### config.mk
export PLATFORM = sky130hd
export DESIGN_NAME = pid_mult
export DESIGN_NICKNAME = d
export VERILOG_FILES = /design/src/hdl/pid_pkg.sv /design/src/hdl/pid_mult.sv
export SDC_FILE = /design/constraint.sdc
export NUM_CORES = 2
export LEC_CHECK = 0
export ABC_AREA = 1
export BUFFER_PORTS_ARGS = -buffer_cell sky130_fd_sc_hd__buf_2
export CORE_MARGIN = 3
export CORE_UTILIZATION = 55
export DETAILED_ROUTE_END_ITERATION = 12
export PLACE_DENSITY_LB_ADDON = 0.3
export RECOVER_POWER = 100
export SLEW_MARGIN = 20
export SYNTH_ARGS = -nofsm -noshare
export SYNTH_HDL_FRONTEND = slang
export SYNTH_SLANG_ARGS = --single-unit
### constraint.sdc
create_clock -name clk -period 13.4 [get_ports clk]
set_clock_uncertainty 0.1 [all_clocks]
set_input_delay 2.68 -clock clk [delete_from_list [all_inputs] [get_ports clk]]
set_output_delay 2.68 -clock clk [all_outputs]
set_load 0.01 [all_outputs]
### src/hdl/pid_pkg.sv
`default_nettype none

package pid_pkg;

  // Field formats
  localparam int SIG_W      = 16;               // Q4.12 signal
  localparam int COEF_W     = 32;               // Q2.30 coefficient
  localparam int STATE_W    = 40;               // accumulator, 28 fraction bits
  localparam int SIG_FRAC   = SIG_W - 4;
  localparam int COEF_FRAC  = COEF_W - 2;
  localparam int STATE_FRAC = STATE_W - 12;

  // Derived widths
  localparam int ERR_W      = SIG_W + 1;
  localparam int ESUM_W     = SIG_W + 2;
  localparam int SC_SHIFT   = SIG_FRAC + COEF_FRAC - STATE_FRAC;
  localparam int LIM_SHIFT  = STATE_FRAC - SIG_FRAC;
  localparam int P_FULL_W   = COEF_W + ERR_W;
  localparam int I_FULL_W   = COEF_W + ESUM_W;
  localparam int D_FULL_W   = COEF_W + ERR_W;
  localparam int P_W        = P_FULL_W - SC_SHIFT;
  localparam int I_TERM_W   = I_FULL_W - SC_SHIFT;
  localparam int D_TERM_W   = D_FULL_W - SC_SHIFT;
  localparam int ISUM_W     = STATE_W + 1;
  localparam int PD_FULL_W  = COEF_W + STATE_W;
  localparam int PD_W       = PD_FULL_W - COEF_FRAC;
  localparam int DSUM_W     = PD_W + 1;
  localparam int U_W        = STATE_W + 2;

  // Configuration port
  localparam int CFG_IDX_W  = 3;

  typedef enum logic [CFG_IDX_W-1:0] {
    CFG_PROP_GAIN  = 3'd0,
    CFG_INTEG_GAIN = 3'd1,
    CFG_DERIV_POLE = 3'd2,
    CFG_DERIV_GAIN = 3'd3,
    CFG_OUT_MIN    = 3'd4,
    CFG_OUT_MAX    = 3'd5
  } pid_cfg_idx_t;

  localparam logic signed [COEF_W-1:0] PROP_GAIN_RST  = 32'sd1073741824;
  localparam logic signed [COEF_W-1:0] INTEG_GAIN_RST = 32'sd268435;
  localparam logic signed [COEF_W-1:0] DERIV_POLE_RST = 32'sd991146299;
  localparam logic signed [COEF_W-1:0] DERIV_GAIN_RST = 32'sd1651910498;
  localparam logic signed [SIG_W-1:0]  OUT_MIN_RST    = -16'sd4096;
  localparam logic signed [SIG_W-1:0]  OUT_MAX_RST    = 16'sd4096;

  typedef struct packed {
    logic signed [COEF_W-1:0] prop_gain;
    logic signed [COEF_W-1:0] integ_gain_half_period;
    logic signed [COEF_W-1:0] deriv_pole;
    logic signed [COEF_W-1:0] deriv_gain;
    logic signed [SIG_W-1:0]  out_min;
    logic signed [SIG_W-1:0]  out_max;
  } pid_cfg_t;

  // Differences formed at the input register
  typedef struct packed {
    logic                     mode;
    logic                     err_pos;
    logic                     err_neg;
    logic signed [ERR_W-1:0]  err;
    logic signed [ESUM_W-1:0] err_sum;
    logic signed [ERR_W-1:0]  meas_diff;
  } pid_diff_t;

  // Scaled products, state format
  typedef struct packed {
    logic                       mode;
    logic                       err_pos;
    logic                       err_neg;
    logic signed [P_W-1:0]      p_term;
    logic signed [I_TERM_W-1:0] i_term;
    logic signed [D_TERM_W-1:0] d_term;
  } pid_term_t;

endpackage

`default_nettype wire

### src/hdl/pid_mult.sv
`default_nettype none

module pid_mult import pid_pkg::*; (
  input  logic      clk,
  input  logic      rst,
  input  pid_cfg_t  cfg,
  input  logic      a_valid,
  output logic      a_ready,
  input  pid_diff_t a_data,
  output logic      b_valid,
  input  logic      b_ready,
  output pid_term_t b_data
);

  logic signed [P_FULL_W-1:0] p_full;
  logic signed [I_FULL_W-1:0] i_full;
  logic signed [D_FULL_W-1:0] d_full;
  logic                       load;

  assign a_ready = !b_valid || b_ready;
  assign load    = a_valid && a_ready;

  // Three independent exact products
  assign p_full = $signed(cfg.prop_gain) * $signed(a_data.err);
  assign i_full = $signed(cfg.integ_gain_half_period) * $signed(a_data.err_sum);
  assign d_full = $signed(cfg.deriv_gain) * $signed(a_data.meas_diff);

  always_ff @(posedge clk) begin
    if (rst) begin
      b_valid <= 1'b0;
    end else if (load) begin
      b_valid <= 1'b1;
    end else if (b_ready) begin
      b_valid <= 1'b0;
    end
  end

  // Scale to state format by dropping low bits (floor)
  always_ff @(posedge clk) begin
    if (load) begin
      b_data.mode    <= a_data.mode;
      b_data.err_pos <= a_data.err_pos;
      b_data.err_neg <= a_data.err_neg;
      b_data.p_term  <= p_full[P_FULL_W-1:SC_SHIFT];
      b_data.i_term  <= i_full[I_FULL_W-1:SC_SHIFT];
      b_data.d_term  <= d_full[D_FULL_W-1:SC_SHIFT];
    end
  end

endmodule

`default_nettype wire

Word-level counts from Yosys, hierarchy flattened
Cells that the tools add are included.

storage, ports and cells
  register bits = 110
  input port bits = 219
  output and inout port bits = 111
  word-level logic and storage cells = 16

operators by class
  multiplexer cells = 2
  reductions and logical operators = 4
  $mul = 3

operators with widths
  kind               number
  $mul 32x17->49     2
  $mul 32x18->50     1
  $mux 1             2
  $reduce_bool 2->1  1
  $logic_and 1x1->1  1
  $logic_not 1->1    1
  $logic_or 1x1->1   1

Logic depth before layout (Yosys ltp)
  depth after elaboration = 4
  mapped depth = 31
  depth with buffers taken out = 29

Worst setup path after synthesis
Ideal clock, no wire load.

  kind = input port to flip-flop
  from = input a_valid
  to = register b_data[0] (netlist name), enable pin
  arrival = 7.978 ns
  stages on the path = 2
  slack = 4.710 ns
  required time = 12.687 ns
  buffers on the path = 0
  library setup time = 0.613 ns
  cells stage by stage = inv_1 -> a21oi_1

between the ends
  longest elaborated chain between the ends = 1

RTL lines
  element            RTL line        source
  start, declared    pid_mult.sv:7   input logic a_valid,
  $logic_and 1x1->1  pid_mult.sv:21  assign load = a_valid && a_ready;
  net load           pid_mult.sv:18  logic load;
  end, declared      pid_mult.sv:12  output pid_term_t b_data

The timed path passes the listed nets, and every way through them passes these cells.
A chain may end at the register's enable or synchronous reset.

Worst setup path in the final report
  from = input a_data[20] (netlist name)
  to = register b_data[63] (netlist name) (data pin)

between the ends
  longest elaborated chain between the ends = 1

RTL lines
  element          RTL line        source
  start, declared  pid_mult.sv:9   input pid_diff_t a_data,
  $mul 32x18->50   pid_mult.sv:25  assign i_full = $signed(cfg.integ_gain_half_period) * $signed(a_data.err_sum);
  net i_full[42]   pid_mult.sv:16  logic signed [I_FULL_W-1:0] i_full;

The timed path passes the listed nets, and every way through them passes these cells.

==> impl_metrics.toml <==
[outcome]
status = "finished with violations"
violations = "max-capacitance violations, max-slew violations"

[finish]
fin_nets = 10292
final_core_util_pct = 57.5
mostFrequentLayoutCells = "inv_1, nand2_1, fa_1"
final_common_cell = "inv_1"
drive_gt1_share_pct = 2.63
area_growth_pct = 3.36
antenna_cells = 0

[cts]
cts_hold_buffers = 0
ctsHtreeMaxLevel = 3
clock-sinks = 110
clk_latency_ns = 0.42
clk_pin_slew_ns = 0.11
cts_setup_buffers = 0
clock-root-buffer = "clkbuf_16"
cts_buffer_depth = 2
tritoncts = "built"
cts-buffers-inserted = 9
cts-resized-gates = 0

[floorplan]
ios = 330
rows = 124
fp.coreArea_sq_um = 115000
die_w_um = 347
start_util_pct = 55.7
dieHeight_um = 347
die_area_sq_um = 120000

[timing]
grt_setup_unrepaired = "no"
slew_headroom_pct = -161
setup_slack_ns = 3.59
finalMaxSlewViolations = 211
worst_slew_pin_slew_ns = 3.91
hold_violations = 0
fmax_mhz = 102
layout_min_cycle_time_ns = 9.81
fin_setup_tns_ns = 0
setup_viol = 0
fin_crit_sh_pct = 73.2

[global_routing]
grt-ovfl-total = 0
grt_pass1_wl_um = 287000
grt_max_degree = 72
grt_util_all_layers_pct = 29.9
grt_pass1_vias = 55261
antenna_found_initial = 4

[drt]
first_pass_iters = 9
drc = 0
viasPerCell = 5.23
routed_wl_um = 172000
wl_per_cell_um = 17.8
ant_nets = 0
drt_iter0_markers = 3691
vias = 50552

[hold_path]
worstHoldPathType = "register to register"

[yosys]
synth.distinct_cells = 41
synth_area_sq_um = 64000
synth_cells = 8200
netlist.area_leader.share_pct = 49.8
yosys_register_bits = 110
synthTopCellsByArea = "fa_1, inv_1, nand2_1"
seq_area_frac_synth_pct = 5.15
syn_area_per_cell_sq_um = 7.81
netlist.top_cell.by_area = "fa_1"
syn_nets = 10349
yosysWarnings = 0

[placement]
portBuffers = 265
post-place-ws_ns = 4.18
globalplace.congestion = 0.964
hpwl_um = 140000

[worst_setup_path]
crit_fanout = 32
worstSetupPathType = "input port to register"
worstSetupStartpointType = "input port"
critPathCaptureType = "register"
cp.required_ns = 13.44
arrival_ns = 9.85

[job]
drv_cap = 5
## metal layers
layer	part of all wire (%)	GRT usage [%]	vias to the layer above
li1	-	-	22621
met1	40	39.7	25395
met2	48	50.5	2168
met3	8.5	4.78	364
met4	3.5	9.77	4
met5	0.015	0	-
## per-stage QoR
stage / std cells / hold WS, ns / instance area [sq um]
6_report: 9660 / 0.569 / 66200
5_1_grt: 9660 / 0.627 / 66200
4_1_cts: 9660 / 0.629 / 66300
3_5_place_dp: 9644 / 0.608 / 66000
3_3_place_gp: 9644 / 0.591 / 66000
2_1_floorplan: 8200 / 0.477 / 64000
## logic make-up (layout without fill, tap and decap cells)
group	Yosys count	in the layout	synth area share, %
AOI/OAI and AO/OA	352	352	3.09
and+or+nand+nor	2762	2762	16.9
xor gates and xnor gates	81	81	1.11
buffers and inverters	2965	2913	17.4
adders and majority gates	1930	1930	56.4
DFF	110	110	5.15
## flip-flops by register name, indices dropped and copies added, names as in the netlist
register	count
b_data	109
b_valid	1
## cell type report
| class | count | area, sq um |
|---|---|---|
| Timing Repair Buffer | 279 | 1280 |
| Fill cell | 10545 | 48800 |
| Clock buffer | 10 | 229 |
| Inverter | 2618 | 9830 |
| Tap cell | 1512 | 1890 |
| Sequential cell | 110 | 3290 |
| Clock inverter | 6 | 81.3 |
| Multi-Input combinational cell | 5125 | 49500 |
## path summary, 6_finish.rpt
| path | to | startpoint | slack [ns] | depth (start not counted) |
|---|---|---|---|---|
| worst max-delay path | b_data[63]$_DFFE_PP_ | a_data[20] | 3.59 | 17 |
| worst min-delay path | b_valid$_SDFFE_PP0P_ | b_valid$_SDFFE_PP0P_ | 0.57 | 2 |
| worst max register to register | b_data[64]$_DFFE_PP_ | b_valid$_SDFFE_PP0P_ | 7.47 | 3 |
| worst min register to register | b_valid$_SDFFE_PP0P_ | b_valid$_SDFFE_PP0P_ | 0.57 | 2 |
## critical path: stages
cell      delay (ns)
clkbuf_1        1.53
nand2_1         0.31
inv_1           0.25
fa_1            0.52
fa_1            0.96
fa_1            0.55
fa_1            0.56
fa_1            0.43
fa_1            0.44
ha_1            0.45
nand2_1         0.13
nor2_1          0.20
inv_1           0.11
nor3_1          0.32
o211ai_1        0.17
nand4_1         0.12
nand2_1         0.09
## cell usage after synthesis (all sizes together)
cell type	count
inv	2618
ha	338
nand3	114
nand2	2148
o211ai	6
fa	1592
a31oi	5
dfxtp	1
o311ai	1
xnor2	23
nor3	27
a21oi	163
and3	5
edfxtp	109
nand3b	5
o21a	9
a21o	26
o21ai	106
buf	12
a21boi	13
o21bai	22
or2	13
nand4	39
a211o	1
and2	4
nor2	407
xor2	58
clkbuf	335
Power is not shown: default switching activity piles up to over one toggle a cycle in this logic, so the estimate is an artifact.
