[src/hdl/pid_pkg.sv]
`default_nettype none

package pid_pkg;

  // Field formats
  localparam int SIG_W      = 16;               // Q4.12 signal
  localparam int COEF_W     = 32;               // Q2.30 coefficient
  localparam int STATE_W    = 40;               // accumulator, 28 fraction bits
  localparam int SIG_FRAC   = SIG_W - 4;
  localparam int COEF_FRAC  = COEF_W - 2;
  localparam int STATE_FRAC = STATE_W - 12;

  // Derived widths
  localparam int ERR_W      = SIG_W + 1;
  localparam int ESUM_W     = SIG_W + 2;
  localparam int SC_SHIFT   = SIG_FRAC + COEF_FRAC - STATE_FRAC;
  localparam int LIM_SHIFT  = STATE_FRAC - SIG_FRAC;
  localparam int P_FULL_W   = COEF_W + ERR_W;
  localparam int I_FULL_W   = COEF_W + ESUM_W;
  localparam int D_FULL_W   = COEF_W + ERR_W;
  localparam int P_W        = P_FULL_W - SC_SHIFT;
  localparam int I_TERM_W   = I_FULL_W - SC_SHIFT;
  localparam int D_TERM_W   = D_FULL_W - SC_SHIFT;
  localparam int ISUM_W     = STATE_W + 1;
  localparam int PD_FULL_W  = COEF_W + STATE_W;
  localparam int PD_W       = PD_FULL_W - COEF_FRAC;
  localparam int DSUM_W     = PD_W + 1;
  localparam int U_W        = STATE_W + 2;

  // Configuration port
  localparam int CFG_IDX_W  = 3;

  typedef enum logic [CFG_IDX_W-1:0] {
    CFG_PROP_GAIN  = 3'd0,
    CFG_INTEG_GAIN = 3'd1,
    CFG_DERIV_POLE = 3'd2,
    CFG_DERIV_GAIN = 3'd3,
    CFG_OUT_MIN    = 3'd4,
    CFG_OUT_MAX    = 3'd5
  } pid_cfg_idx_t;

  localparam logic signed [COEF_W-1:0] PROP_GAIN_RST  = 32'sd1073741824;
  localparam logic signed [COEF_W-1:0] INTEG_GAIN_RST = 32'sd268435;
  localparam logic signed [COEF_W-1:0] DERIV_POLE_RST = 32'sd991146299;
  localparam logic signed [COEF_W-1:0] DERIV_GAIN_RST = 32'sd1651910498;
  localparam logic signed [SIG_W-1:0]  OUT_MIN_RST    = -16'sd4096;
  localparam logic signed [SIG_W-1:0]  OUT_MAX_RST    = 16'sd4096;

  typedef struct packed {
    logic signed [COEF_W-1:0] prop_gain;
    logic signed [COEF_W-1:0] integ_gain_half_period;
    logic signed [COEF_W-1:0] deriv_pole;
    logic signed [COEF_W-1:0] deriv_gain;
    logic signed [SIG_W-1:0]  out_min;
    logic signed [SIG_W-1:0]  out_max;
  } pid_cfg_t;

  // Differences formed at the input register
  typedef struct packed {
    logic                     mode;
    logic                     err_pos;
    logic                     err_neg;
    logic signed [ERR_W-1:0]  err;
    logic signed [ESUM_W-1:0] err_sum;
    logic signed [ERR_W-1:0]  meas_diff;
  } pid_diff_t;

  // Scaled products, state format
  typedef struct packed {
    logic                       mode;
    logic                       err_pos;
    logic                       err_neg;
    logic signed [P_W-1:0]      p_term;
    logic signed [I_TERM_W-1:0] i_term;
    logic signed [D_TERM_W-1:0] d_term;
  } pid_term_t;

endpackage

`default_nettype wire

[src/hdl/pid_stream_if.sv]
`default_nettype none


interface pid_out_if import pid_pkg::*; ();
  logic                    valid;
  logic                    ready;
  logic signed [SIG_W-1:0] drive;
  logic                    saturated;

  modport source(output valid, output drive, output saturated, input ready);
  modport sink(input valid, input drive, input saturated, output ready);
endinterface

`default_nettype wire

[src/hdl/pid_core.sv]
`default_nettype none

module pid_core import pid_pkg::*; (
  input  logic      clk,
  input  logic      rst,
  input  pid_cfg_t  cfg,
  input  logic      b_valid,
  output logic      b_ready,
  input  pid_term_t b_data,
  pid_out_if.source result
);

  localparam logic signed [STATE_W-1:0] STATE_MAX = {1'b0, {(STATE_W-1){1'b1}}};
  localparam logic signed [STATE_W-1:0] STATE_MIN = {1'b1, {(STATE_W-1){1'b0}}};

  logic signed [STATE_W-1:0]   integ_acc;
  logic signed [STATE_W-1:0]   deriv_acc;
  logic signed [STATE_W-1:0]   integ_next;
  logic signed [STATE_W-1:0]   deriv_next;
  logic signed [ISUM_W-1:0]    i_sum;
  logic signed [PD_FULL_W-1:0] pd_full;
  logic signed [PD_W-1:0]      pd;
  logic signed [DSUM_W-1:0]    d_sum;
  logic signed [STATE_W-1:0]   i_new;
  logic signed [STATE_W-1:0]   d_new;
  logic signed [U_W-1:0]       u;
  logic signed [U_W-1:0]       hi_lim;
  logic signed [U_W-1:0]       lo_lim;
  logic [ISUM_W-STATE_W:0]     i_top;
  logic [DSUM_W-STATE_W:0]     d_top;
  logic                        over_hi;
  logic                        under_lo;
  logic                        out_valid;
  logic signed [SIG_W-1:0]     drive;
  logic                        saturated;
  logic signed [SIG_W-1:0]     drive_next;
  logic                        sat_next;
  logic                        load;

  assign b_ready = !out_valid || result.ready;
  assign load    = b_valid && b_ready;

  // Integrator: add and saturate
  assign i_sum = $signed({integ_acc[STATE_W-1], integ_acc})
               + $signed({{(ISUM_W-I_TERM_W){b_data.i_term[I_TERM_W-1]}}, b_data.i_term});
  assign i_top = i_sum[ISUM_W-1:STATE_W-1];
  assign i_new = (!(&i_top) && (|i_top)) ? (i_sum[ISUM_W-1] ? STATE_MIN : STATE_MAX)
                                         : i_sum[STATE_W-1:0];

  // Derivative filter: feedback product, add input term, saturate
  assign pd_full = $signed(cfg.deriv_pole) * $signed(deriv_acc);
  assign pd      = pd_full[PD_FULL_W-1:COEF_FRAC];
  assign d_sum   = $signed({pd[PD_W-1], pd})
                 + $signed({{(DSUM_W-D_TERM_W){b_data.d_term[D_TERM_W-1]}}, b_data.d_term});
  assign d_top   = d_sum[DSUM_W-1:STATE_W-1];
  assign d_new   = (!(&d_top) && (|d_top)) ? (d_sum[DSUM_W-1] ? STATE_MIN : STATE_MAX)
                                           : d_sum[STATE_W-1:0];

  // Raw output P + I - D, exact
  assign u = $signed({{(U_W-P_W){b_data.p_term[P_W-1]}}, b_data.p_term})
           + $signed({{(U_W-STATE_W){i_new[STATE_W-1]}}, i_new})
           - $signed({{(U_W-STATE_W){d_new[STATE_W-1]}}, d_new});

  // Limits in state format
  assign hi_lim = {{(U_W-SIG_W-LIM_SHIFT){cfg.out_max[SIG_W-1]}}, cfg.out_max,
                   {LIM_SHIFT{1'b0}}};
  assign lo_lim = {{(U_W-SIG_W-LIM_SHIFT){cfg.out_min[SIG_W-1]}}, cfg.out_min,
                   {LIM_SHIFT{1'b0}}};
  assign over_hi  = u > hi_lim;
  assign under_lo = u < lo_lim;

  // Clamp, anti-windup and reinitialise
  always_comb begin
    drive_next = u[LIM_SHIFT+SIG_W-1:LIM_SHIFT];
    sat_next   = 1'b0;
    integ_next = i_new;
    deriv_next = d_new;
    if (b_data.mode) begin
      drive_next = '0;
      integ_next = '0;
      deriv_next = '0;
    end else if (over_hi) begin
      drive_next = cfg.out_max;
      sat_next   = 1'b1;
      if (b_data.err_pos) begin
        integ_next = integ_acc;
      end
    end else if (under_lo) begin
      drive_next = cfg.out_min;
      sat_next   = 1'b1;
      if (b_data.err_neg) begin
        integ_next = integ_acc;
      end
    end
  end

  // Accumulators and result valid
  always_ff @(posedge clk) begin
    if (rst) begin
      out_valid <= 1'b0;
      integ_acc <= '0;
      deriv_acc <= '0;
    end else if (load) begin
      out_valid <= 1'b1;
      integ_acc <= integ_next;
      deriv_acc <= deriv_next;
    end else if (result.ready) begin
      out_valid <= 1'b0;
    end
  end

  // Result register payload
  always_ff @(posedge clk) begin
    if (load) begin
      drive     <= drive_next;
      saturated <= sat_next;
    end
  end

  assign result.valid     = out_valid;
  assign result.drive     = drive;
  assign result.saturated = saturated;

endmodule

`default_nettype wire

[src/flat_wrapper.sv]
// flat-port wrapper written by rule: the top's interface ports become plain ports
module pid_core_flat import pid_pkg::*;
  (clk, rst, cfg, b_valid, b_ready, b_data, result_valid, result_drive, result_saturated, result_ready);
  pid_out_if result_i ();
  input  logic clk;
  input  logic rst;
  input  pid_cfg_t cfg;
  input  logic b_valid;
  output logic b_ready;
  input  pid_term_t b_data;
  output wire logic [$bits(result_i.valid)-1:0] result_valid;
  output wire logic [$bits(result_i.drive)-1:0] result_drive;
  output wire logic [$bits(result_i.saturated)-1:0] result_saturated;
  input wire logic [$bits(result_i.ready)-1:0] result_ready;
  assign result_valid = result_i.valid;
  assign result_drive = result_i.drive;
  assign result_saturated = result_i.saturated;
  assign result_i.ready = result_ready;
  pid_core u_core (.clk(clk), .rst(rst), .cfg(cfg), .b_valid(b_valid), .b_ready(b_ready), .b_data(b_data), .result(result_i));
endmodule
[config.mk]
export PLATFORM = sky130hd
export DESIGN_NAME = pid_core_flat
export DESIGN_NICKNAME = d
export VERILOG_FILES = /design/src/hdl/pid_pkg.sv /design/src/hdl/pid_stream_if.sv /design/src/hdl/pid_core.sv /design/src/flat_wrapper.sv
export SDC_FILE = /design/constraint.sdc
export NUM_CORES = 2
export LEC_CHECK = 0
export BUFFER_PORTS_ARGS = -buffer_cell sky130_fd_sc_hd__buf_2
export CAP_MARGIN = 30
export CORE_MARGIN = 2
export CORE_UTILIZATION = 60
export DETAILED_ROUTE_END_ITERATION = 16
export GPL_ROUTABILITY_DRIVEN = 1
export GPL_TIMING_DRIVEN = 0
export PLACE_DENSITY = 0.78
export SLEW_MARGIN = 25
export SYNTH_ARGS = -nofsm -noshare
export SYNTH_HDL_FRONTEND = slang
export SYNTH_SLANG_ARGS = --single-unit
[constraint.sdc]
create_clock -name clk -period 22.1 [get_ports clk]
set_input_delay 4.42 -clock clk [delete_from_list [all_inputs] [get_ports clk]]
set_output_delay 4.42 -clock clk [all_outputs]
set_load 0.02 [all_outputs]
Word-level counts from Yosys, hierarchy flattened
Index checks and enable logic that the tools add are counted.
{ "classes": {"add_sub_neg": 4, "multipliers": 1, "n_lt_le_gt_ge": 2, "eq_ne": 2, "muxes": 16, "reduce_logical": 13} }
{ "op_table": {"columns": ["cell", "count"], "rows": [
  ["two-way mux 40 bit", 10],
  ["multiplier 32 x 40 -> 72 bit", 1],
  ["adder 42 x 35 -> 43 bit", 1],
  ["> comparator 42 x 32 -> 1 bit", 1],
  ["less-than comparator 42 x 32 -> 1 bit", 1],
  ["subtractor 41 x 40 -> 42 bit", 1],
  ["adder 35 x 40 -> 41 bit", 1],
  ["adder 40 x 36 -> 41 bit", 1],
  ["two-way mux 16 bit", 2],
  ["two-way mux 1 bit", 4],
  ["inequality test 4 x 3 -> 1 bit (second input constant)", 1],
  ["AND reduction 4 bit", 1],
  ["OR reduction 4 bit", 1],
  ["logical AND 1 bit", 3],
  ["logical NOT 1 bit", 3],
  ["inequality test 3 bit (second input constant)", 1],
  ["AND reduction 3 bit", 1],
  ["AND reduction 2 bit", 1],
  ["nonzero test 2 bit", 1],
  ["OR reduction 2 bit", 1],
  ["logical OR 1 bit", 1]
]} }
{ "totals": {"ff_bits": 98, "output_inout_bits": 19} }

Longest topological paths before layout
{ "logic_depth": {"word_depth": 11, "mapped_depth": 74, "mapped_depth_nobuf": 67} }

Least setup slack after synthesis
No wires, ideal clock.
{ "synth_path": {"path_type": "input to register", "startpoint": "in cfg[69] (netlist bit)", "endpoint": "reg u_core.integ_acc[7]", "setup_ns": 0.060, "arrival_time_ns": 20.067, "t_required_ns": 22.040, "slack_ns": 1.973, "cell_stages": 64, "path_buffers": 9, "path_cell_list": "clkbuf_1 nand2_1 inv_1 fa_1 fa_1 fa_1 fa_1 inv_1 fa_1 inv_1 fa_1 fa_1 fa_1 ha_1 inv_1 o21bai_1 a21o_1 a21o_1 [... 28 more ...] a21oi_1 o21ai_0 xor2_1 ha_1 nand4_1 nor2_1 nand4_1 a2111oi_2 o2111ai_1 or4_1 nor4_1 a31o_2 buf_6 mux2i_1 and2_1 buf_2 buf_6 a22o_1"} }
{ "synth_between": {"elab_chain_cells": 11, "elab_cells_between_ends": 17, "cone_classes": "add/sub: 2; mul: 1; order compare: 2; eq/ne: 2; mux: 5; reduce/logical: 5"} }
{ "synth_lines": {"columns": ["element", "line_no", "rtl"], "rows": [
  ["start, declared", "flat_wrapper.sv:7", "input pid_cfg_t cfg;"],
  ["multiplier 32 x 40 -> 72 bit (*)", "pid_core.sv:51", "assign pd_full = $signed(cfg.deriv_pole) * $signed(deriv_acc);"],
  ["adder 42 x 35 -> 43 bit (*)", "pid_core.sv:54", "+ $signed({{(DSUM_W-D_TERM_W){b_data.d_term[D_TERM_W-1]}}, b_data.d_term});"],
  ["AND reduction 4 bit", "pid_core.sv:56", "assign d_new = (!(&d_top) && (|d_top)) ? (d_sum[DSUM_W-1] ? STATE_MIN : STATE_MAX)"],
  ["logical NOT 1 bit", "pid_core.sv:56", null],
  ["logical AND 1 bit", "pid_core.sv:56", null],
  ["two-way mux 40 bit (*)", "pid_core.sv:56", null],
  ["subtractor 41 x 40 -> 42 bit (*)", "pid_core.sv:62", "- $signed({{(U_W-STATE_W){d_new[STATE_W-1]}}, d_new});"],
  ["less-than comparator 42 x 32 -> 1 bit", "pid_core.sv:70", "assign under_lo = u < lo_lim;"],
  ["two-way mux 40 bit", "pid_core.sv:88", "end else if (under_lo) begin"],
  ["two-way mux 40 bit", "pid_core.sv:82", "end else if (over_hi) begin"],
  ["two-way mux 40 bit", "pid_core.sv:78", "if (b_data.mode) begin"],
  ["end signal, assigned", "pid_core.sv:105", "integ_acc <= integ_next;"],
  ["end, declared", "pid_core.sv:16", "logic signed [STATE_W-1:0] integ_acc;"]
]} }
Mark *: on every way between the ends. The rest lies on a longest branch, timed or not.
A chain may end at the register's enable or synchronous reset.

Final worst setup path
{ "layout_path": {"startpoint": "in cfg[95] (netlist bit)", "endpoint": "reg u_core.saturated, in the netlist u_core.result.saturated (data pin)"} }
{ "layout_between": {"elab_chain_cells": 10, "elab_cells_between_ends": 13, "cone_classes": "add/sub: 2; mul: 1; order compare: 2; mux: 4; reduce/logical: 4"} }
{ "layout_lines": {"columns": ["element", "line_no", "rtl"], "rows": [
  ["multiplier 32 x 40 -> 72 bit (*)", "pid_core.sv:51", null],
  ["adder 42 x 35 -> 43 bit (*)", "pid_core.sv:54", null],
  ["AND reduction 4 bit", "pid_core.sv:56", null],
  ["logical NOT 1 bit", "pid_core.sv:56", null],
  ["logical AND 1 bit", "pid_core.sv:56", null],
  ["two-way mux 40 bit (*)", "pid_core.sv:56", null],
  ["subtractor 41 x 40 -> 42 bit (*)", "pid_core.sv:62", null],
  ["less-than comparator 42 x 32 -> 1 bit", "pid_core.sv:70", null],
  ["two-way mux 1 bit", "pid_core.sv:88", null],
  ["two-way mux 1 bit (*)", "pid_core.sv:82", null],
  ["end signal, assigned", "pid_core.sv:116", "saturated <= sat_next;"],
  ["end, declared", "pid_core.sv:35", "logic saturated;"]
]} }
Marked as above.

==> key figures <==
Outcome
  • Status: finished clean

Timing
  • Worst rel slew slack: 20.53%
  • Max Clock Freq: about 47 MHz
  • Min cycle time layout: 21490 ps
  • Hold Worst Slack: 478.7 ps
  • Final hold violation count: 0
  • Slew @ Worst Pin: 1192 ps
  • Skew final: between 20 and 25 ps
  • Setup violations, final: 0
  • Tcrit/Tclk final: 97.26%
  • Final Max Tran Viols: 0

Detailed routing
  • Routed WL: slightly below 200000 microns
  • Post-route ant nets: 0
  • Routed wire length per instance: 25.84 microns
  • Vias post-DR: between 40000 and 50000
  • Remaining DRCs: 0
  • Via density per instance: 6.032
  • Pre-antenna DRT Iters: 8
  • DRT iter0 DRCs: ~4900

Die
  • FP Rows: between 100 and 150
  • Die W: between 300 and 400 microns
  • Ports: between 200 and 300
  • Core area: ~90000 sq um
  • Die area: between 90000 and 100000 sq um
  • Initial Util: 60.75%
  • Die Span Y: a little over 300 microns

CTS
  • Latest clock arrival within the worst-skew pair: 410 ps
  • CTS Buf Count: 9
  • Max clock buf depth: 2
  • Clk pin slew, worst setup/hold paths: around 80 ps
  • Number of H-tree levels: 3
  • Clock net sink count: between 90 and 100
  • # hold bufs at CTS: 0
  • CTS tree: built
  • Clock root buffer: clkbuf_16

Synthesis
  • Yosys reg bits: 98
  • FFs w/ async S/R, synth: 0%
  • Syn Inst Count: around 6100
  • Main synth FF type: dfxtp_1
  • Syn_area_per_cell: 8.954 sq um
  • Top post-synthesis cells by area: fa_1, inv_1, ha_1, nand2_1, and2_1
  • Syn Nets: 8144
  • Post-Syn Area: about 55000 sq um
  • EDFF count, synth: 17
  • Syn. warnings: 0
  • Post-synthesis sequential area ratio: 3.881%
  • Post-synth top area share: between 40 and 50%
  • Synth cell types: 76
  • Yosys top cell by area: fa_1

Critical path
  • CP max FO: 10
  • Worst Path Buf+Inv: 11
  • CP Class: input port to register
  • Arrival time worst endpoint: approximately 22000 ps
  • RR Startpoint: u_core.deriv_acc[22]
  • Top cell by count, worst path: fa_1
  • Top delay family on crit path: compound AO/OA/AOI/OAI gates
  • FF-to-FF setup slack: roughly 3400 ps
  • Required @ worst endpoint: between 20000 and 25000 ps
  • Crit-path slowest cell: fa_1
  • Worst Setup End Kind: register
  • CP Launch Type: input port
  • CP peak stage delay: approximately 600 ps
  • Reg-to-Reg End: u_core.result.saturated
  • R2R cell count: 64

GRT
  • Tot GR Track Use: approximately 43%
  • Pin count of the biggest net entering global routing: 19
  • Vias in the first global route: 46861
  • Global-route wire length before repair: approximately 290000 microns
  • Congestion Overflow GR: 0
  • Initial antenna violation count: 18

Placement
  • Placement Cell Area: roughly 57000 sq um
  • Placed Cells: 7486
  • I/O Buffers: roughly 170
  • GP Congestion: approximately 1.1
  • Half-perimeter wire length after placement: around 170000 microns

Final layout
  • Post-route cell area: slightly below 60000 sq um
  • Final std cells w/o fill: roughly 7500
  • Area grow syn2layout: 6.065%
  • Fin util: between 60% and 70%
  • Nets@finish: approximately 8300
  • Share of cells above drive strength 1: under 10%

Worst hold path
  • Hold_sp: u_core.integ_acc[30]
  • Worst hold path type: register to register
  • WHS Path Cells: 1
  • Hold path endpoint: u_core.integ_acc[30]

Job
  • Max-cap violation count: 0
-- synthesized netlist by cell type (all sizes together), types with 6 or more instances --
| cell | instances |
|---|---|
| a2111oi | 8 |
| a211oi | 29 |
| a21boi | 12 |
| a21o | 104 |
| a21oi | 231 |
| a22o | 33 |
| a31o | 7 |
| a31oi | 17 |
| and2 | 514 |
| and3 | 9 |
| and4 | 6 |
| buf | 16 |
| clkbuf | 296 |
| dfxtp | 81 |
| edfxtp | 17 |
| fa | 1363 |
| ha | 373 |
| inv | 1258 |
| mux2i | 7 |
| nand2 | 876 |
| nand2b | 28 |
| nand3 | 36 |
| nand4 | 36 |
| nor2 | 191 |
| nor2b | 25 |
| nor3 | 35 |
| nor3b | 9 |
| nor4 | 6 |
| o211ai | 19 |
| o21a | 23 |
| o21ai | 168 |
| o21bai | 34 |
| o2bb2ai | 7 |
| o31a | 7 |
| o31ai | 14 |
| or2 | 8 |
| or3 | 8 |
| xnor2 | 104 |
| xor2 | 57 |
-- kinds of logic (layout without fill, tap and decap cells) --
family / count (synthesis) / count (layout) / synth area share, %
AND/OR/NAND/NOR: 1802 / 1802 / 15.61
adder cells (fa/ha/maj): 1736 / 1736 / 58.17
buffers and inverters: 1570 / 1775 / 10.81
AO/OA/AOI/OAI: 761 / 761 / 8.837
XOR/XNOR: 161 / 161 / 2.567
flip-flops: 98 / 98 / 3.881
multiplexers: 7 / 7 / 0.1276
other: 0 / 18 / 0
-- state kept, by name (all words and copies together) (netlist names) --
| name | count |
|---|---|
| u_core.result.saturated | 1 |
| u_core.result.drive | 16 |
| u_core.integ_acc | 40 |
| u_core.result.valid | 1 |
| u_core.deriv_acc | 40 |
-- timing repair --
action,4_1_cts,5_1_grt
resized for setup,77,97
buffers inserted,12,7
endpoints found under the setup margin,57,57
hold endpoints to repair,0,0
pin swaps,8,8
-- cell usage in the layout, fill, tap and decap left out, drive strengths merged, types with 81 or more instances in the layout --
cell type	synthesis	final
a21o	104	104
a21oi	231	231
and2	514	514
buf	16	209
clkbuf	296	303
dfxtp	81	81
fa	1363	1363
ha	373	373
inv	1258	1258
nand2	876	876
nor2	191	191
o21ai	168	168
xnor2	104	104
-- layout make-up --
class                   instances  area [sq um]
multi-input cells            4467         47180
fillers                      7626         32160
inverters                    1258          4726
flip-flops and latches         98          2132
well taps                    1176          1471
plain buffers                 306          1304
repair buffers                195          1094
clock buffers                  11         252.7
clock inverters                 5         61.31
diodes                         18         45.04
-- how the worst max path moves through the flow --
| stage | depth (start not counted) | slack, ps | from | end |
|---|---|---|---|---|
| after floorplan | 64 | 1970 | cfg[69] | u_core.integ_acc[7] |
| after global placement | 67 | -3000 | cfg[64] | u_core.result.drive[7] |
| after detailed placement | 69 | -2910 | cfg[64] | u_core.result.drive[7] |
| after CTS | 72 | 30 | cfg[64] | u_core.integ_acc[22] |
| after global routing | 72 | -60 | cfg[64] | u_core.integ_acc[24] |
| final | 65 | 610 | cfg[95] | u_core.result.saturated |
-- through the flow --
stage	TNS [ps]	worst slack, ps
after floorplan	0	1973
after global placement	-162620	-3000
after detailed placement	-158890	-2910
after CTS	0	26.49
after global routing	-1150	-62.48
final	0	606.2
-- routing by layer --
| layer | part of all wire [%] | wire length (microns) | vias to the layer above | track usage (%) |
|---|---|---|---|---|
| met5 | 0.027 | 53 | - | 0 |
| met4 | 7.3 | 14230 | 8 | 24.05 |
| met3 | 13 | 25100 | 690 | 12.44 |
| met2 | 43 | 83650 | 2903 | 63.46 |
| met1 | 37 | 71670 | 22858 | 56.02 |
| li1 | - | - | 18989 | - |
Power is not shown: default switching activity piles up to over one toggle a cycle in this logic, so the estimate is an artifact.
