### src/hdl/pid_pkg.sv
`default_nettype none

package pid_pkg;

  // Field formats
  localparam int SIG_W      = 16;               // Q4.12 signal
  localparam int COEF_W     = 32;               // Q2.30 coefficient
  localparam int STATE_W    = 40;               // accumulator, 28 fraction bits
  localparam int SIG_FRAC   = SIG_W - 4;
  localparam int COEF_FRAC  = COEF_W - 2;
  localparam int STATE_FRAC = STATE_W - 12;

  // Derived widths
  localparam int ERR_W      = SIG_W + 1;
  localparam int ESUM_W     = SIG_W + 2;
  localparam int SC_SHIFT   = SIG_FRAC + COEF_FRAC - STATE_FRAC;
  localparam int LIM_SHIFT  = STATE_FRAC - SIG_FRAC;
  localparam int P_FULL_W   = COEF_W + ERR_W;
  localparam int I_FULL_W   = COEF_W + ESUM_W;
  localparam int D_FULL_W   = COEF_W + ERR_W;
  localparam int P_W        = P_FULL_W - SC_SHIFT;
  localparam int I_TERM_W   = I_FULL_W - SC_SHIFT;
  localparam int D_TERM_W   = D_FULL_W - SC_SHIFT;
  localparam int ISUM_W     = STATE_W + 1;
  localparam int PD_FULL_W  = COEF_W + STATE_W;
  localparam int PD_W       = PD_FULL_W - COEF_FRAC;
  localparam int DSUM_W     = PD_W + 1;
  localparam int U_W        = STATE_W + 2;

  // Configuration port
  localparam int CFG_IDX_W  = 3;

  typedef enum logic [CFG_IDX_W-1:0] {
    CFG_PROP_GAIN  = 3'd0,
    CFG_INTEG_GAIN = 3'd1,
    CFG_DERIV_POLE = 3'd2,
    CFG_DERIV_GAIN = 3'd3,
    CFG_OUT_MIN    = 3'd4,
    CFG_OUT_MAX    = 3'd5
  } pid_cfg_idx_t;

  localparam logic signed [COEF_W-1:0] PROP_GAIN_RST  = 32'sd1073741824;
  localparam logic signed [COEF_W-1:0] INTEG_GAIN_RST = 32'sd268435;
  localparam logic signed [COEF_W-1:0] DERIV_POLE_RST = 32'sd991146299;
  localparam logic signed [COEF_W-1:0] DERIV_GAIN_RST = 32'sd1651910498;
  localparam logic signed [SIG_W-1:0]  OUT_MIN_RST    = -16'sd4096;
  localparam logic signed [SIG_W-1:0]  OUT_MAX_RST    = 16'sd4096;

  typedef struct packed {
    logic signed [COEF_W-1:0] prop_gain;
    logic signed [COEF_W-1:0] integ_gain_half_period;
    logic signed [COEF_W-1:0] deriv_pole;
    logic signed [COEF_W-1:0] deriv_gain;
    logic signed [SIG_W-1:0]  out_min;
    logic signed [SIG_W-1:0]  out_max;
  } pid_cfg_t;

  // Differences formed at the input register
  typedef struct packed {
    logic                     mode;
    logic                     err_pos;
    logic                     err_neg;
    logic signed [ERR_W-1:0]  err;
    logic signed [ESUM_W-1:0] err_sum;
    logic signed [ERR_W-1:0]  meas_diff;
  } pid_diff_t;

  // Scaled products, state format
  typedef struct packed {
    logic                       mode;
    logic                       err_pos;
    logic                       err_neg;
    logic signed [P_W-1:0]      p_term;
    logic signed [I_TERM_W-1:0] i_term;
    logic signed [D_TERM_W-1:0] d_term;
  } pid_term_t;

endpackage

`default_nettype wire

### src/hdl/pid_stream_if.sv
`default_nettype none

interface pid_in_if import pid_pkg::*; ();
  logic                    valid;
  logic                    ready;
  logic signed [SIG_W-1:0] setpoint;
  logic signed [SIG_W-1:0] measurement;
  logic                    mode;

  modport source(output valid, output setpoint, output measurement, output mode,
                 input ready);
  modport sink(input valid, input setpoint, input measurement, input mode,
               output ready);
endinterface


`default_nettype wire

### src/hdl/pid_front.sv
`default_nettype none

module pid_front import pid_pkg::*; (
  input  logic      clk,
  input  logic      rst,
  pid_in_if.sink    sample,
  output logic      a_valid,
  input  logic      a_ready,
  output pid_diff_t a_data
);

  logic signed [ERR_W-1:0]  prev_error;
  logic signed [SIG_W-1:0]  prev_meas;
  logic signed [ERR_W-1:0]  err;
  logic signed [ERR_W-1:0]  meas_diff;
  logic signed [ESUM_W-1:0] err_sum;
  logic                     take;

  assign sample.ready = !a_valid || a_ready;
  assign take         = sample.valid && sample.ready;

  // Error, trapezoid sum and measurement step, all exact
  assign err       = $signed({sample.setpoint[SIG_W-1], sample.setpoint})
                   - $signed({sample.measurement[SIG_W-1], sample.measurement});
  assign meas_diff = $signed({sample.measurement[SIG_W-1], sample.measurement})
                   - $signed({prev_meas[SIG_W-1], prev_meas});
  assign err_sum   = $signed({err[ERR_W-1], err})
                   + $signed({prev_error[ERR_W-1], prev_error});

  // History updates on every transfer, in both modes
  always_ff @(posedge clk) begin
    if (rst) begin
      a_valid    <= 1'b0;
      prev_error <= '0;
      prev_meas  <= '0;
    end else if (take) begin
      a_valid    <= 1'b1;
      prev_error <= err;
      prev_meas  <= sample.measurement;
    end else if (a_ready) begin
      a_valid    <= 1'b0;
    end
  end

  // Input register payload
  always_ff @(posedge clk) begin
    if (take) begin
      a_data.mode      <= sample.mode;
      a_data.err_neg   <= err[ERR_W-1];
      a_data.err_pos   <= !err[ERR_W-1] && (err != '0);
      a_data.err       <= err;
      a_data.err_sum   <= err_sum;
      a_data.meas_diff <= meas_diff;
    end
  end

endmodule

`default_nettype wire

### src/flat_wrapper.sv
// flat-port wrapper written by rule: the top's interface ports become plain ports
module pid_front_flat import pid_pkg::*;
  (clk, rst, a_valid, a_ready, a_data, sample_valid, sample_setpoint, sample_measurement, sample_mode, sample_ready);
  pid_in_if sample_i ();
  input  logic clk;
  input  logic rst;
  output logic a_valid;
  input  logic a_ready;
  output pid_diff_t a_data;
  input wire logic [$bits(sample_i.valid)-1:0] sample_valid;
  input wire logic [$bits(sample_i.setpoint)-1:0] sample_setpoint;
  input wire logic [$bits(sample_i.measurement)-1:0] sample_measurement;
  input wire logic [$bits(sample_i.mode)-1:0] sample_mode;
  output wire logic [$bits(sample_i.ready)-1:0] sample_ready;
  assign sample_i.valid = sample_valid;
  assign sample_i.setpoint = sample_setpoint;
  assign sample_i.measurement = sample_measurement;
  assign sample_i.mode = sample_mode;
  assign sample_ready = sample_i.ready;
  pid_front u_core (.clk(clk), .rst(rst), .sample(sample_i), .a_valid(a_valid), .a_ready(a_ready), .a_data(a_data));
endmodule
### config.mk
export PLATFORM = sky130hd
export DESIGN_NAME = pid_front_flat
export DESIGN_NICKNAME = d
export VERILOG_FILES = /design/src/hdl/pid_pkg.sv /design/src/hdl/pid_stream_if.sv /design/src/hdl/pid_front.sv /design/src/flat_wrapper.sv
export SDC_FILE = /design/constraint.sdc
export NUM_CORES = 1
export LEC_CHECK = 0
export ABC_AREA = 0
export BUFFER_PORTS_ARGS = -buffer_cell sky130_fd_sc_hd__clkbuf_2
export CORE_MARGIN = 4
export CORE_UTILIZATION = 40
export DETAILED_ROUTE_END_ITERATION = 6
export PLACE_DENSITY = 0.61
export SYNTH_ARGS = -nofsm -noshare
export SYNTH_HDL_FRONTEND = slang
export SYNTH_SLANG_ARGS = --single-unit
### constraint.sdc
create_clock -name clk -period 3 [get_ports clk]
set_clock_uncertainty 0.2 [all_clocks]
set_input_delay 0 -clock clk [delete_from_list [all_inputs] [get_ports clk]]
set_output_delay 0 -clock clk [all_outputs]
set_load 0.05 [all_outputs]
== Yosys cells after proc, flatten, opt, wreduce, memory -nomap -nowiden ==
Index checks and enable logic that the tools add are counted.
Storage, ports and cells
  register bits: 89
  bits in latches: 0
  bits in writable memories: 0
  ROM bits: 0
  output and inout bits: 57
  word-level logic and storage cells: 21
  memories: 0
Operators by class
  $add $sub $neg: 3
  multiply operators: 0
  div/mod/pow operators: 0
  magnitude comparators: 0
  eq/ne operators: 0
  shifts and indexed selects: 0
  multiplexer cells: 2
  bitwise logic cells: 0
  reductions and logical operators: 7
Operators by type and width (count)
  16-bit by 16-bit subtractor with 17-bit output: 2
  17-bit by 17-bit adder with 18-bit output: 1
  17-bit nonzero test: 1
  1-bit logical AND: 2
  1-bit zero test: 2
  1-bit 2-to-1 mux: 2
  2-bit nonzero test: 1
  1-bit logical OR: 1

== Depth between registers and ports, before layout ==
Gate-level depths: netlist of the first run.
  depth after elaboration: 4
  mapped depth: 17
  depth with buffers taken out: 17

== Worst setup path after synthesis of the first run ==
No wires, ideal clock.
  kind: register to register
  start point: reg u_core.a_valid
  end point: reg u_core.a_data[0] (netlist name)
  library setup time: 0.439 ns
  data arrival time: 2.988 ns
  data required time: 2.361 ns
  slack: -0.628 ns
  cell stages (with the launch flop): 5
  path buffers: 1
  clock period less this slack: 3.628 ns
  path through: dfxtp_1 nand2b_1 nand2_1 inv_2 buf_1
Between the ends
  longest elaborated chain between the ends: 3
RTL lines
  start: declaration: line pid_front.sv:7  | output logic a_valid,
  start signal: assignment: line pid_front.sv:33  | a_valid <= 1'b0;
  start signal: assignment: line pid_front.sv:37  | a_valid <= 1'b1;
  start signal: assignment: line pid_front.sv:41  | a_valid <= 1'b0;
  1-bit zero test: line pid_front.sv:19  | assign sample.ready = !a_valid || a_ready;
  1-bit logical OR: line pid_front.sv:19
  net sample_ready: line flat_wrapper.sv:14  | output wire logic [$bits(sample_i.ready)-1:0] sample_ready;
  1-bit logical AND: line pid_front.sv:20  | assign take = sample.valid && sample.ready;
  net u_core.take: line pid_front.sv:17  | logic take;
The timed path passes the listed nets, and every way through them passes these cells.
A chain may end at the register's enable or synchronous reset.

== Worst setup path after layout of the first run ==
  start point: in sample_setpoint[0]
  end point: reg u_core.a_data[34] (netlist name)
Between the ends
  longest elaborated chain between the ends: 2
RTL lines
  start: declaration: line flat_wrapper.sv:11  | input wire logic [$bits(sample_i.setpoint)-1:0] sample_setpoint;
  16-bit by 16-bit subtractor with 17-bit output: line pid_front.sv:24  | - $signed({sample.measurement[SIG_W-1], sample.measurement});
  net u_core.err[14]: line pid_front.sv:14  | logic signed [ERR_W-1:0] err;
  17-bit by 17-bit adder with 18-bit output: line pid_front.sv:28  | + $signed({prev_error[ERR_W-1], prev_error});
  net u_core.err_sum[17]: line pid_front.sv:16  | logic signed [ESUM_W-1:0] err_sum;
The timed path passes the listed nets, and every way through them passes these cells.

==> flow_metrics.py, run 1 <==
metrics = {
    "outcome": {
        "status": "finished, violations left",
        "violations": "negative setup slack",
    },
    "place": {
        "finalWeightedCongestion": 0.877,
        "io_buffers": 93,
        "dp_hpwl_um": 9350,
    },
    "power_and_ir_drop": {
        "swShare": 0.362,
        "total_leakage_power_nw": 3.38,
        "power.share.clock": 0.244,
        "p_total_mw": 4.66,
        "p_seq_frac": 0.334,
        "peakVddDrop_mv": 0.310,
        "switchingPower_mw": 1.69,
        "cellInternalPower_mw": 2.98,
        "power_density_mw_per_mm2": 617,
        "comb_power_share": 0.423,
    },
    "clock_network": {
        "cts.sinks": 88,
        "cts-root-buf": "clkbuf_16",
        "clockBufferDepth": 2,
        "cts.reportedPaths.clkPinSlew_ps": 70,
        "h-tree-depth": 3,
        "clk_latency_ps": 340,
        "numCtsBuffers": 9,
        "cts_tree": "yes",
    },
    "synthesis": {
        "synth.most_common_cell": "nand2_1",
        "syn_inst": 571,
        "syn-num-nets": 660,
        "ys_async_sr_fraction": 0,
        "synth.area.top_cells": "edfxtp_1 30%, dfxtp_1 13%, ha_1 11%, nand2_1 4.7%, a21oi_1 4.6%",
        "syn_area_mm2": 0.00536,
        "yosysTopAreaCellShare": 0.303,
        "synth_common_cells": "67 x nand2_1, 60 x inv_1, 54 x edfxtp_1",
        "ys_ff_latch": 88,
        "yosysWarnings": 0,
        "synthFlopType": "edfxtp_1",
        "synth_area_per_cell_um2": 9.38,
        "synth-seq-area-share": 0.430,
        "yosysTopAreaCell": "edfxtp_1",
        "synth_edf_count": 54,
        "synth_cell_type_count": 67,
    },
    "detailed_routing": {
        "via_per_inst": 4.97,
        "vias": 4784,
        "drt_iter0_markers": 194,
        "drtAntennaViolNets": 0,
        "wl_per_cell_um": 13.6,
        "totalWireLength_um": 13100,
        "drt-pass1-iter-count": 6,
        "drcViolationCount": 0,
    },
    "setup_path": {
        "crit_top_cell": "ha_4",
        "cp_max_fo": 6,
        "path_cells": "buf_8, clkinv_8, ha_4, fa_2, nor2b_4, o31a_1, o22ai_2, o21ba_4, buf_6, o21ai_2, a221oi_2, xor2_1, inv_1, ha_4, nand4_1, nor2_1, o21ai_1, a31o_2",
        "end_kind": "flop",
        "slowest_delay_ps": 330,
        "cp-start-kind": "input port",
        "cp_top_family": "compound AO/OA/AOI/OAI gates",
        "slowest_stage": "ha_4",
        "cp_num_buf_inv": 4,
        "worstPathArrival_ps": 2990,
        "critPathRequiredTime_ps": 2890,
        "timing_worst_setup_path_type": "in2reg",
    },
    "grt": {
        "grt_pass1_wl_um": 21500,
        "grt_max_degree": 91,
        "antenna_found_initial": 0,
        "track_usage": 0.175,
        "grt_pass1_vias": 4800,
        "gr-total-overflow": 0,
    },
    "sta": {
        "setup_ws_ps": -97.9,
        "final-hold-violation-count": 0,
        "setup_viol": 3,
        "relSlewSlack": 0.482,
        "min_period_ps": 3100,
        "holdWs_ps": 42.5,
        "post-route-period-util": 1.03,
        "worstMarginPinSlew_ps": 776,
        "finalMaxSlewViolations": 0,
        "rsz0062_at_grt": "yes",
        "fmax_mhz": 323,
    },
    "run": {
        "max_cap_violations": 0,
    },
    "floorplanning": {
        "coreArea_mm2": 0.0132,
        "dieArea_mm2": 0.0153,
        "die_h_um": 124,
        "rows": 42,
        "initial_utilization": 0.406,
        "io_pins": 94,
        "die_x_um": 124,
    },
    "cells_and_area": {
        "drive_above_1_share": 0.338,
        "syn2layout_area_growth_pct": 41.1,
        "post-route-util": 0.573,
        "nNetsFinal": 870,
        "fillers": 1164,
        "num_antenna_cells": 0,
    },
    "worst_hold_path": {
        "hp-class": "in2reg",
    },
}
-- area by class of cell --
cell class / instances / area (µm²) / share of cell area
Clock buffer: 12 / 246 / 0.0326
Multi-Input combinational cell: 405 / 3020 / 0.400
Sequential cell: 88 / 2300 / 0.305
Timing Repair Buffer: 215 / 1470 / 0.194
Inverter: 62 / 248 / 0.0328
Tap cell: 176 / 220 / 0.0291
Clock inverter: 4 / 53.8 / 0.00712
-- through the flow --
stage	setup TNS, ps	setup slack, ps	cell area [µm²]	cells
detailed placement	-3240	-482	6810	915
global placement	-2780	-393	6810	915
floorplan	-428	-244	5510	571
CTS	-48.3	-48.3	7420	957
global route	-1100	-246	7560	962
finish	-163	-97.9	7560	962
-- state kept, by name (all words and copies together) (netlist names) --
register and cells:
u_core.a_data 54, u_core.a_valid 1, u_core.prev_error 17, u_core.prev_meas 16
-- worst min-delay path, stage by stage --
cell and delay [ps]:
clkbuf_2 120, ha_4 130, inv_1 40, buf_4 120
-- final timing paths --
| check | to | start | slack [ps] | cells after the start |
|---|---|---|---|---|
| max | u_core.a_data[34] | sample_setpoint[0] | -100 | 18 |
| min | u_core.a_data[35] | sample_measurement[0] | 40 | 4 |
| max reg2reg | u_core.a_data[15] | u_core.prev_meas[1] | 150 | 11 |
| min reg2reg | u_core.prev_meas[4] | u_core.prev_meas[4] | 260 | 2 |
-- repair_timing --
item	4_1_cts	5_1_grt
hold endpoints to repair	22	0
resized for setup	9	26
cloned	0	0
endpoints found under the setup margin	6	15
hold buffers	21	0
buffers inserted	5	5
pin swaps	16	17
-- power by group through the flow --
| stage | Combinational [mW] | Clock (mW) | Sequential, mW |
|---|---|---|---|
| 5_1_grt | 2.15 | 1.21 | 1.57 |
| 6_report | 1.97 | 1.14 | 1.56 |
| 4_1_cts | 1.90 | 1.17 | 1.56 |
| 3_3_place_gp | 1.79 | 0 | 1.58 |
| 3_5_place_dp | 1.82 | 0 | 1.58 |
| 2_1_floorplan | 0.821 | 0 | 2.01 |
-- cells by family (layout without fill, tap and decap cells) --
| family | Yosys count | count (layout) | share of synthesized area |
|---|---|---|---|
| fa+ha+maj | 52 | 52 | 0.126 |
| xor+xnor | 29 | 29 | 0.0474 |
| buf+inv | 78 | 293 | 0.0553 |
| simple gates | 187 | 187 | 0.170 |
| compound gates | 135 | 135 | 0.169 |
| flops | 88 | 88 | 0.430 |
| mux | 2 | 2 | 0.00374 |
-- routing by layer --
layer / GRT usage / wire length (µm) / vias up
met2: 0.294 / 6370 / 115
met4: 0.0609 / 263 / 0
li1: - / - / 2456
met3: 0.0363 / 670 / 25
met5: 0 / 0 / -
met1: 0.223 / 5820 / 2188
-- cell usage in the layout, fill, tap and decap left out, drive strengths merged, types with 15 or more instances in the layout --
cell type	instances
clkbuf	104
buf	102
nand2	67
inv	61
edfxtp	54
a21oi	50
ha	49
nor2	41
dfxtp	34
xnor2	22
dlygate4sd3	21
nor3	18
o21ai	15
(Power assumes the default switching activity.)
==> run 2: changes to the inputs <==
PLACE_DENSITY = not set   (was 0.61)
==> run 2 against run 1 <==
- the run ends with negative hold slack left
- die area unchanged
- total power shrank 1.8%
- maximum frequency increased by 3.9%
==> flow_metrics.py, run 2 (synthesized netlist as in run 1, its figures left out) <==
metrics = {
    "outcome": {
        "status": "finished, violations left",
        "violations": "negative hold slack",
    },
    "setup_path": {
        "timing_worst_setup_path_type": "in2reg",
        "end_kind": "flop",
        "cp-start-kind": "input port",
        "cp_max_fo": 5,
        "critPathRequiredTime_ps": 3010,
        "worstPathArrival_ps": 2990,
    },
    "floorplanning": {
        "initial_utilization": 0.406,
        "die_x_um": 124,
        "dieArea_mm2": 0.0153,
        "io_pins": 94,
        "rows": 42,
        "die_h_um": 124,
        "coreArea_mm2": 0.0132,
    },
    "grt": {
        "grt_pass1_wl_um": 21100,
        "gr-total-overflow": 0,
        "antenna_found_initial": 0,
        "track_usage": 0.172,
        "grt_max_degree": 65,
        "grt_pass1_vias": 4602,
    },
    "cells_and_area": {
        "final_cell_mix": "100 x buf_4, 90 x clkbuf_2, 67 x nand2_1, 56 x inv_1, 54 x edfxtp_1",
        "largest-register": "u_core.a_data",
        "reg_top3": "u_core.a_data: 54 flops, u_core.prev_error: 17 flops, u_core.prev_meas: 16 flops",
        "num_antenna_cells": 0,
        "drive_above_1_share": 0.346,
        "largest_reg_flops": 54,
        "syn2layout_area_growth_pct": 41.8,
        "mostFrequentLayoutCell": "buf_4",
        "fin_cells": 963,
        "fillers": 1167,
        "nNetsFinal": 871,
    },
    "clock_network": {
        "h-tree-depth": 3,
        "numCtsBuffers": 9,
        "cts-root-buf": "clkbuf_16",
        "cts.sinks": 88,
        "clk_latency_ps": 340,
        "clockBufferDepth": 2,
        "cts_tree": "yes",
        "cts.reportedPaths.clkPinSlew_ps": 70,
    },
    "power_and_ir_drop": {
        "switchingPower_mw": 1.70,
        "peakVddDrop_mv": 0.324,
        "power.share.clock": 0.225,
        "comb_power_share": 0.435,
        "cellInternalPower_mw": 2.88,
        "power_density_mw_per_mm2": 603,
        "swShare": 0.370,
        "total_leakage_power_nw": 3.37,
        "p_seq_frac": 0.340,
        "p_total_mw": 4.58,
    },
    "place": {
        "placed_cells": 915,
        "io_buffers": 93,
        "finalWeightedCongestion": 0.870,
        "dp_hpwl_um": 9510,
    },
    "detailed_routing": {
        "vias": 4718,
        "drt_iter0_markers": 138,
        "drcViolationCount": 0,
        "via_per_inst": 4.90,
        "totalWireLength_um": 13000,
        "drtAntennaViolNets": 0,
        "wl_per_cell_um": 13.5,
        "drt-pass1-iter-count": 5,
    },
    "sta": {
        "setup_viol": 0,
        "rsz0062_at_grt": "yes",
        "fmax_mhz": 335,
        "worstMarginPinSlew_ps": 814,
        "post-route-period-util": 0.994,
        "final-hold-violation-count": 1,
        "finalMaxSlewViolations": 0,
        "min_period_ps": 2980,
        "relSlewSlack": 0.457,
        "holdWs_ps": -0.490,
    },
    "worst_hold_path": {
        "hp-class": "in2reg",
    },
    "run": {
        "max_cap_violations": 0,
    },
}
-- run 2: through the flow --
step           utilization  setup WS, ps  hold slack, ps  instance area (µm²)  setup TNS, ps
3_3_place_gp         0.517          -392           -17.9                 6810          -2780
4_1_cts              0.559         -44.0            7.55                 7380          -59.2
3_5_place_dp         0.517          -449           -14.3                 6810          -3320
2_1_floorplan            -          -244            -101                 5510           -428
5_1_grt              0.576          -156            2.30                 7600           -577
6_report             0.576          19.3          -0.490                 7600              0
-- run 2: area by class of cell --
class	count	area, µm²	area share
clock inverter	5	35.0	0.00461
timing repair buffer	216	1470	0.194
tap	176	220	0.0290
sequential	88	2300	0.303
inverter	62	240	0.0316
clock buffer	11	233	0.0306
multi-input combinational	405	3090	0.407
-- run 2: metal layers --
| metal | GRT usage | wire (µm) | up-vias |
|---|---|---|---|
| met3 | 0.0345 | 646 | 8 |
| met2 | 0.287 | 6250 | 91 |
| met5 | 0 | 0 | - |
| met4 | 0.0491 | 147 | 0 |
| li1 | - | - | 2455 |
| met1 | 0.228 | 5990 | 2164 |
-- run 2: power by group through the flow --
stage | combinational [mW] | clock [mW] | sequential, mW
6_report | 1.99 | 1.03 | 1.56
4_1_cts | 1.89 | 1.05 | 1.56
5_1_grt | 2.16 | 1.11 | 1.57
2_1_floorplan | 0.821 | 0 | 2.01
3_3_place_gp | 1.79 | 0 | 1.58
3_5_place_dp | 1.82 | 0 | 1.58
-- run 2: critical path: stages --
cell and delay [ps]:
buf_8 100, inv_8 40, ha_4 120, fa_2 220
nor2b_4 50, o31a_1 300, o22ai_2 220, o21ba_4 200
o21ai_1 100, a221oi_2 320, xor2_1 220, inv_1 110
ha_4 270, a21o_1 210, a2111oi_4 290, a31o_2 200
-- run 2: repair_timing --
action | in CTS | in global routing
pin swaps | 13 | 28
gates resized for setup | 10 | 33
setup buffers | 2 | 9
hold buffers | 21 | 0
hold endpoints to repair | 21 | 0
setup endpoints to repair | 4 | 16
-- run 2: worst paths after layout --
check,start,endpoint,slack (ps),cells past startpoint
worst min-delay path,sample_measurement[0],u_core.a_data[35],-0.5,4
worst max register to register,u_core.prev_error[0],u_core.a_data[31],130,10
worst max-delay path,sample_setpoint[0],u_core.a_data[34],20,16
worst min register to register,u_core.prev_meas[13],u_core.prev_meas[13],250,2
